[src/rtl/rnenc_pkg.sv]
// ----------------------------------------------------------------------------
// rnenc_pkg
// Shared widths, symbol table and job type for the Roman numeral encoder.
// ----------------------------------------------------------------------------
package rnenc_pkg;

    localparam int NUM_W       = 12;
    localparam int SYM_W       = 8;
    localparam int POS_W       = 4;
    localparam int TABLE_LEN   = 13;
    localparam int QUEUE_DEPTH = 2;

    localparam logic [NUM_W-1:0] NUM_LIMIT = 12'd3999;
    localparam logic [SYM_W-1:0] SYM_NONE  = 8'd0;

    typedef struct packed {
        logic             err;
        logic [NUM_W-1:0] number;
    } t_job;

    function automatic logic [NUM_W-1:0] sym_value(input logic [POS_W-1:0] pos);
        logic [NUM_W-1:0] v;
        case (pos)
            4'd0:    v = 12'd1000;
            4'd1:    v = 12'd900;
            4'd2:    v = 12'd500;
            4'd3:    v = 12'd400;
            4'd4:    v = 12'd100;
            4'd5:    v = 12'd90;
            4'd6:    v = 12'd50;
            4'd7:    v = 12'd40;
            4'd8:    v = 12'd10;
            4'd9:    v = 12'd9;
            4'd10:   v = 12'd5;
            4'd11:   v = 12'd4;
            default: v = 12'd1;
        endcase
        return v;
    endfunction

    function automatic logic [SYM_W-1:0] letter_a(input logic [POS_W-1:0] pos);
        logic [SYM_W-1:0] c;
        case (pos)
            4'd0:    c = "M";
            4'd1:    c = "C";
            4'd2:    c = "D";
            4'd3:    c = "C";
            4'd4:    c = "C";
            4'd5:    c = "X";
            4'd6:    c = "L";
            4'd7:    c = "X";
            4'd8:    c = "X";
            4'd9:    c = "I";
            4'd10:   c = "V";
            default: c = "I";
        endcase
        return c;
    endfunction

    function automatic logic [SYM_W-1:0] letter_b(input logic [POS_W-1:0] pos);
        logic [SYM_W-1:0] c;
        case (pos)
            4'd1:    c = "M";
            4'd3:    c = "D";
            4'd5:    c = "C";
            4'd7:    c = "L";
            4'd9:    c = "X";
            4'd11:   c = "V";
            default: c = SYM_NONE;
        endcase
        return c;
    endfunction

    // largest table value not above rem
    function automatic logic [POS_W-1:0] find_pos(input logic [NUM_W-1:0] rem);
        logic [POS_W-1:0] p;
        p = POS_W'(TABLE_LEN - 1);
        for (int i = TABLE_LEN - 1; i >= 0; i--) begin
            if (rem >= sym_value(POS_W'(i))) begin
                p = POS_W'(i);
            end
        end
        return p;
    endfunction

endpackage

[src/rtl/rnenc_front.sv]
// ----------------------------------------------------------------------------
// rnenc_front
// Accepts numbers, flags out-of-range values and queues them for the back end.
// ----------------------------------------------------------------------------
module rnenc_front #(
    parameter int DEPTH = rnenc_pkg::QUEUE_DEPTH
) (
    input  logic                       i_clk,
    input  logic                       i_rst_n,
    input  logic                       i_push,
    input  logic [rnenc_pkg::NUM_W-1:0] i_number,
    output logic                       o_full,
    output logic                       o_job_valid,
    output rnenc_pkg::t_job            o_job,
    input  logic                       i_take
);

    localparam int AW = (DEPTH > 1) ? $clog2(DEPTH) : 1;
    localparam int CW = $clog2(DEPTH + 1);

    rnenc_pkg::t_job r_mem [DEPTH];
    logic [AW-1:0]   r_wr;
    logic [AW-1:0]   r_rd;
    logic [CW-1:0]   r_cnt;
    logic            w_push;
    logic            w_pop;
    rnenc_pkg::t_job w_in;

    assign o_full      = (r_cnt == CW'(DEPTH));
    assign o_job_valid = (r_cnt != '0);
    assign o_job       = r_mem[r_rd];
    assign w_push      = i_push && !o_full;
    assign w_pop       = i_take && o_job_valid;

    always_comb begin
        w_in.number = i_number;
        w_in.err    = (i_number == '0) || (i_number > rnenc_pkg::NUM_LIMIT);
    end

    always_ff @(posedge i_clk) begin
        if (w_push) begin
            r_mem[r_wr] <= w_in;
        end
    end

    always_ff @(posedge i_clk) begin
        if (!i_rst_n) begin
            r_wr  <= '0;
            r_rd  <= '0;
            r_cnt <= '0;
        end else begin
            if (w_push) begin
                r_wr <= (r_wr == AW'(DEPTH - 1)) ? '0 : r_wr + 1'b1;
            end
            if (w_pop) begin
                r_rd <= (r_rd == AW'(DEPTH - 1)) ? '0 : r_rd + 1'b1;
            end
            case ({w_push, w_pop})
                2'b10:   r_cnt <= r_cnt + 1'b1;
                2'b01:   r_cnt <= r_cnt - 1'b1;
                default: r_cnt <= r_cnt;
            endcase
        end
    end

endmodule

[src/rtl/rnenc_back.sv]
// ----------------------------------------------------------------------------
// rnenc_back
// Greedy-subtraction sequencer: a letter per cycle to a free output register.
// ----------------------------------------------------------------------------
module rnenc_back (
    input  logic                        i_clk,
    input  logic                        i_rst_n,
    input  logic                        i_job_valid,
    input  rnenc_pkg::t_job             i_job,
    output logic                        o_take,
    input  logic                        i_pop,
    output logic                        o_empty,
    output logic [rnenc_pkg::SYM_W-1:0] o_symbol,
    output logic                        o_last,
    output logic                        o_error
);

    logic                        r_busy, n_busy;
    logic                        r_err, n_err;
    logic                        r_pending, n_pending;
    logic [rnenc_pkg::NUM_W-1:0] r_rem, n_rem;
    logic [rnenc_pkg::POS_W-1:0] r_pos, n_pos;
    logic                        r_out_valid, n_out_valid;
    logic [rnenc_pkg::SYM_W-1:0] r_sym, n_sym;
    logic                        r_last, n_last;
    logic                        r_oerr, n_oerr;

    logic                        w_slot_free;
    logic [rnenc_pkg::POS_W-1:0] w_pos;
    logic [rnenc_pkg::POS_W-1:0] w_cur_pos;
    logic [rnenc_pkg::NUM_W-1:0] w_diff;

    assign w_slot_free = !r_out_valid || i_pop;
    assign w_pos       = rnenc_pkg::find_pos(r_rem);
    assign w_cur_pos   = r_pending ? r_pos : w_pos;
    assign w_diff      = r_rem - rnenc_pkg::sym_value(w_cur_pos);
    assign o_take      = !r_busy && i_job_valid;
    assign o_empty     = !r_out_valid;
    assign o_symbol    = r_sym;
    assign o_last      = r_last;
    assign o_error     = r_oerr;

    always_comb begin
        n_busy      = r_busy;
        n_err       = r_err;
        n_pending   = r_pending;
        n_rem       = r_rem;
        n_pos       = r_pos;
        n_out_valid = r_out_valid;
        n_sym       = r_sym;
        n_last      = r_last;
        n_oerr      = r_oerr;
        if (i_pop) begin
            n_out_valid = 1'b0;
        end
        if (o_take) begin
            n_busy    = 1'b1;
            n_err     = i_job.err;
            n_rem     = i_job.number;
            n_pending = 1'b0;
        end else if (r_busy && w_slot_free) begin
            n_out_valid = 1'b1;
            n_oerr      = 1'b0;
            if (r_err) begin
                n_sym  = rnenc_pkg::SYM_NONE;
                n_last = 1'b1;
                n_oerr = 1'b1;
                n_busy = 1'b0;
            end else if (r_pending) begin
                n_sym     = rnenc_pkg::letter_b(r_pos);
                n_rem     = w_diff;
                n_last    = (w_diff == '0);
                n_busy    = (w_diff != '0);
                n_pending = 1'b0;
            end else if (rnenc_pkg::letter_b(w_pos) != rnenc_pkg::SYM_NONE) begin
                n_sym     = rnenc_pkg::letter_a(w_pos);
                n_last    = 1'b0;
                n_pending = 1'b1;
                n_pos     = w_pos;
            end else begin
                n_sym  = rnenc_pkg::letter_a(w_pos);
                n_rem  = w_diff;
                n_last = (w_diff == '0);
                n_busy = (w_diff != '0);
            end
        end
    end

    always_ff @(posedge i_clk) begin
        if (!i_rst_n) begin
            r_busy      <= 1'b0;
            r_pending   <= 1'b0;
            r_out_valid <= 1'b0;
        end else begin
            r_busy      <= n_busy;
            r_pending   <= n_pending;
            r_out_valid <= n_out_valid;
        end
    end

    always_ff @(posedge i_clk) begin
        r_err  <= n_err;
        r_rem  <= n_rem;
        r_pos  <= n_pos;
        r_sym  <= n_sym;
        r_last <= n_last;
        r_oerr <= n_oerr;
    end

    a_err_is_last: assert property (@(posedge i_clk) disable iff (!i_rst_n)
        r_out_valid && r_oerr |-> r_last && (r_sym == rnenc_pkg::SYM_NONE))
        else $error("error item without last or with a letter");

    a_pending_busy: assert property (@(posedge i_clk) disable iff (!i_rst_n)
        r_pending |-> r_busy && !r_err)
        else $error("second letter pending while idle");

    a_rem_live: assert property (@(posedge i_clk) disable iff (!i_rst_n)
        r_busy && !r_err |-> r_rem != '0)
        else $error("busy with nothing left to encode");

    a_no_take_busy: assert property (@(posedge i_clk) disable iff (!i_rst_n)
        r_busy && !$past(o_take) && $past(r_busy) && !r_pending |-> !o_take)
        else $error("job taken while encoding");

endmodule

[src/rtl/integer_to_roman_numeral_encoder_top.sv]
// ----------------------------------------------------------------------------
// integer_to_roman_numeral_encoder_top
// Converts 1..3999 to a Roman numeral, one ASCII letter per output item.
// ----------------------------------------------------------------------------
//  channel  handshake          payload
//  input    i_push / o_full    i_number[11:0]
//  output   o_empty / i_pop    o_symbol[7:0], o_last, o_error
//
//  Within a number, one output item per cycle while the output register is
//  free or popped; a number gives 1..15 letters after a load step in the
//  sequencer. Out-of-range input gives one error item.
//  A small queue decouples intake from the sequencer; i_pop low holds
//  the sequencer on its output register.
//  Synchronous active-low reset empties the queue and output register.
// ----------------------------------------------------------------------------
module integer_to_roman_numeral_encoder_top #(
    parameter int QUEUE_DEPTH = rnenc_pkg::QUEUE_DEPTH
) (
    input  logic                        i_clk,
    input  logic                        i_rst_n,
    input  logic                        i_push,
    input  logic [rnenc_pkg::NUM_W-1:0] i_number,
    output logic                        o_full,
    input  logic                        i_pop,
    output logic                        o_empty,
    output logic [rnenc_pkg::SYM_W-1:0] o_symbol,
    output logic                        o_last,
    output logic                        o_error
);

    logic            w_job_valid;
    rnenc_pkg::t_job w_job;
    logic            w_take;

    rnenc_front #(
        .DEPTH(QUEUE_DEPTH)
    ) u_front (
        .i_clk      (i_clk),
        .i_rst_n    (i_rst_n),
        .i_push     (i_push),
        .i_number   (i_number),
        .o_full     (o_full),
        .o_job_valid(w_job_valid),
        .o_job      (w_job),
        .i_take     (w_take)
    );

    rnenc_back u_back (
        .i_clk      (i_clk),
        .i_rst_n    (i_rst_n),
        .i_job_valid(w_job_valid),
        .i_job      (w_job),
        .o_take     (w_take),
        .i_pop      (i_pop),
        .o_empty    (o_empty),
        .o_symbol   (o_symbol),
        .o_last     (o_last),
        .o_error    (o_error)
    );

endmodule

[config.mk]
export PLATFORM = sky130hd
export DESIGN_NAME = integer_to_roman_numeral_encoder_top
export DESIGN_NICKNAME = d
export VERILOG_FILES = /design/src/rtl/rnenc_pkg.sv /design/src/rtl/rnenc_front.sv /design/src/rtl/rnenc_back.sv /design/src/rtl/integer_to_roman_numeral_encoder_top.sv
export SDC_FILE = /design/constraint.sdc
export NUM_CORES = 1
export LEC_CHECK = 0
export ABC_AREA = 1
export BUFFER_PORTS_ARGS = -buffer_cell sky130_fd_sc_hd__buf_2
export CORE_AREA = 2 2 82 84
export CTS_CLUSTER_SIZE = 28
export DETAILED_ROUTE_END_ITERATION = 16
export DIE_AREA = 0 0 84 86
export HOLD_SLACK_MARGIN = 0.03
export PLACE_DENSITY_LB_ADDON = 0.1
export SYNTH_ARGS = -nofsm -noshare
export SYNTH_HDL_FRONTEND = slang
export SYNTH_HIERARCHICAL = 1
export SYNTH_SLANG_ARGS = --single-unit
[constraint.sdc]
create_clock -name i_clk -period 5.45 [get_ports i_clk]
set_input_delay 0.545 -clock i_clk [delete_from_list [all_inputs] [get_ports i_clk]]
set_output_delay 0.545 -clock i_clk [all_outputs]
set_load 0.01 [all_outputs]
==> results by group <==
GRT
  – Total gr overflow: 0
  – Initial antenna violation count: 0
  – Largest net degree at the start of global routing: 19
  – Gr usage total: 22.1%
  – First-pass GRT wire length: 12,600 µm
  – Vias in the first global route: 2,778

Routing
  – Final ANT Viol Nets: 0
  – Via/cell ratio: 5.42
  – DRT iter0 DRCs: 221
  – WL final: 7590 µm
  – DRC viols: 0
  – Post-DR wirelength/cell: 13.9 µm
  – Via count: 2,964
  – DRT Pass-1 Iters: 6

STA
  – Final Max Slew Viols: 0
  – Worst hold slack: 0.417 ns
  – Setup TNS: 0 ns
  – Final period util: 81.9%
  – Skew final: 0.00802 ns
  – Slew margin rel.: 28.8%
  – Tmin final: 4.46 ns
  – Final setup vio count: 0
  – Count of final hold-check violations: 0
  – Fmax: 224 MHz
  – RSZ-0062 raised after global routing: no
  – Worst Max-Slew Pin Slew: 1.06 ns

CTS
  – Hold Buf Count CTS: 0
  – Clk Latency, worst-skew pair: 0.33 ns
  – CTS max path bufs: 2
  – H-tree Lvls: 3
  – Cts bufs inserted: 9
  – Post-CTS resize count: 0
  – CTS tree: yes
  – CTS clk-pin slew, worst paths: 0.07 ns
  – Postcts setup bufs: 0
  – Clk sinks: 59
  – Clk root buf: clkbuf_8

Die
  – Die span in x: 84 µm
  – Die height: 86 µm
  – Core area: 0.00628 mm²
  – Rows: 29
  – Starting Density: 58.5%
  – Num ports: 28
  – Overall die area: 0.00722 mm²

Place
  – Post-detail-place hpwl: 5960 µm
  – Routability cong.: 0.892
  – DP Area: 0.00384 mm²
  – Port Buf Inserts: 25

Critical path
  – Crit Path Class: flop to flop
  – CP required: 5.54 ns
  – Top cell by count, worst path: nand2_1
  – Critical path depth: 27
  – Master of the slowest instance on the critical path: edfxtp_1
  – Critical Path Source Type: flop
  – Setup crit end kind: flop
  – Crit path largest cell delay: 0.46 ns
  – Crit path max-delay family: simple AND/OR/NAND/NOR gates
  – Crit-path max FO: 8
  – CP Data Arrival Time: 4.55 ns
  – CP bufs+invs: 5
  – Reg2reg path depth: 27

Synth
  – Synthesized area per cell: 8.45 µm²
  – Post-Syn Instances: 435
  – Register bit count reported by yosys: 59
  – Synth Cell Area: 0.00367 mm²
  – Synth area leaders: edfxtp_1 (42%), nand2_1 (12%), nor2_1 (6.0%)
  – Post-synthesis sequential area ratio: 46.0%
  – Distinct cells, synth: 40
  – Yosys warns: 6
  – Area leader, netlist: edfxtp_1
  – Synth top area share: 41.7%

Final layout
  – Nets: 494
  – N_diodes: 0
  – Filler cell count: 562
  – Share of layout cells above drive strength 1: 16.8%
  – Area Growth Syn to Fin: 9.43%
  – Post-route cell area: 0.00402 mm²

Min path
  – HP Class: input pin to flop
  – Hold depth: 1

Job
  – Max-Cap Viols: 0

Outcome
  – Outcome: finished clean
worst reg2reg max path: stages, from the launching register on:
cell and delay, ns:
edfxtp_1 0.46, nand2_1 0.20, inv_1 0.11, a211oi_1 0.23
nand2_1 0.14, inv_1 0.10, nand2_1 0.06, nand2_1 0.06
nand2_2 0.07, nand2_4 0.09, nand2_4 0.10, o21ai_2 0.21
inv_1 0.07, ha_1 0.29, inv_1 0.07, nand2_1 0.06
nand2_1 0.06, inv_1 0.05, ha_1 0.22, fa_1 0.43
o21ai_0 0.31, nand4_1 0.16, nand2_1 0.10, xor2_1 0.19
nor2_1 0.07, nand3_1 0.12, o21bai_1 0.13, nand2_1 0.07
layout make-up:
type	instances	area, µm²	area share, %
Tap cell	77	96.3	2.40
Timing Repair Buffer	25	125	3.11
Inverter	54	208	5.16
Sequential cell	59	1690	42.1
Multi-Input combinational cell	316	1720	42.9
Clock buffer	10	138	3.42
Clock inverter	6	38.8	0.965
metal layers:
layer,track usage [%],vias up,part of all wire (%)
li1,-,1510,-
met1,28.3,1356,46
met2,38.6,80,48
met3,3.18,18,3.5
met4,7.62,0,2.1
met5,0,-,0
path summary, 6_finish.rpt:
check,start,endpoint,slack [ns]
max reg2reg,u_back/r_rem[5],u_back/o_last,0.99
max,u_back/r_rem[5],u_back/o_last,0.99
min,i_number[2],u_front/r_mem[0][2],0.42
min reg2reg,u_back/r_busy,u_back/r_busy,0.48
per-stage QoR:
stage	setup WS [ns]	instances	utilization, %
after floorplan	1.62	436	-
after global placement	1.04	531	61.3
after detailed placement	0.967	531	61.3
after CTS	0.953	547	64.1
after global routing	0.537	547	64.1
final	0.988	547	64.1
cell families after synthesis:
kind of cell,count (synthesis),share of synthesized area (%)
mux,13,3.98
fa+ha+maj,13,4.63
simple gates,225,27.0
other cells,1,0.102
xor+xnor,7,1.67
flops,59,46.0
buf+inv,61,7.15
compound gates,56,9.43
cells in the final DEF, fill, tap and decap left out, types with 2 or more instances in the layout:
cell type    n
nand2_1    113
nor2_1      59
edfxtp_1    51
inv_1       50
nand3_1     26
buf_2       25
a21oi_1     21
o21ai_0     15
mux2_2      13
ha_1        12
clkbuf_8    10
nand4_1      9
dfxtp_1      8
a31oi_1      7
nand2_4      5
xor2_1       4
inv_2        3
nor2_2       3
o21ai_2      3
nor3_1       3
xnor2_1      3
inv_4        2
clkinv_4     2
clkinv_2     2
o211ai_1     2
nand2_2      2
o21bai_1     2
conb_1       2
sequential cells by signal, indices dropped and copies added (netlist names), named ones only:
register	count
u_back/r_rem	12
u_back/o_error	1
u_front/r_wr	1
u_front/r_cnt	2
u_front/r_rd	1
u_front/r_mem	26
u_back/r_err	1
u_back/r_pending	1
u_back/r_out_valid	1
u_back/r_pos	4
u_back/o_last	1
u_back/r_busy	1
u_back/o_symbol	6
cells in the mapped netlist:
master / number
a211oi_1: 1
a21oi_1: 21
a21oi_2: 1
a31oi_1: 7
a31oi_4: 1
and2_4: 1
and3_4: 1
buf_2: 1
buf_4: 2
clkbuf_1: 2
clkbuf_8: 2
clkinv_4: 1
conb_1: 1
dfxtp_1: 8
edfxtp_1: 51
fa_1: 1
ha_1: 12
inv_1: 50
inv_2: 3
mux2_2: 13
nand2_1: 113
nand2_2: 2
nand2_4: 5
nand3_1: 26
nand4_1: 9
nor2_1: 59
nor2_2: 3
nor2_4: 1
nor2_8: 1
nor3_1: 3
o211ai_1: 2
o21a_1: 1
o21ai_0: 15
o21ai_1: 1
o21ai_2: 3
o21ai_4: 1
o21bai_1: 2
or2_2: 1
xnor2_1: 3
xor2_1: 4
Power is not shown: default switching activity piles up to over one toggle a cycle in this logic, so the estimate is an artifact.
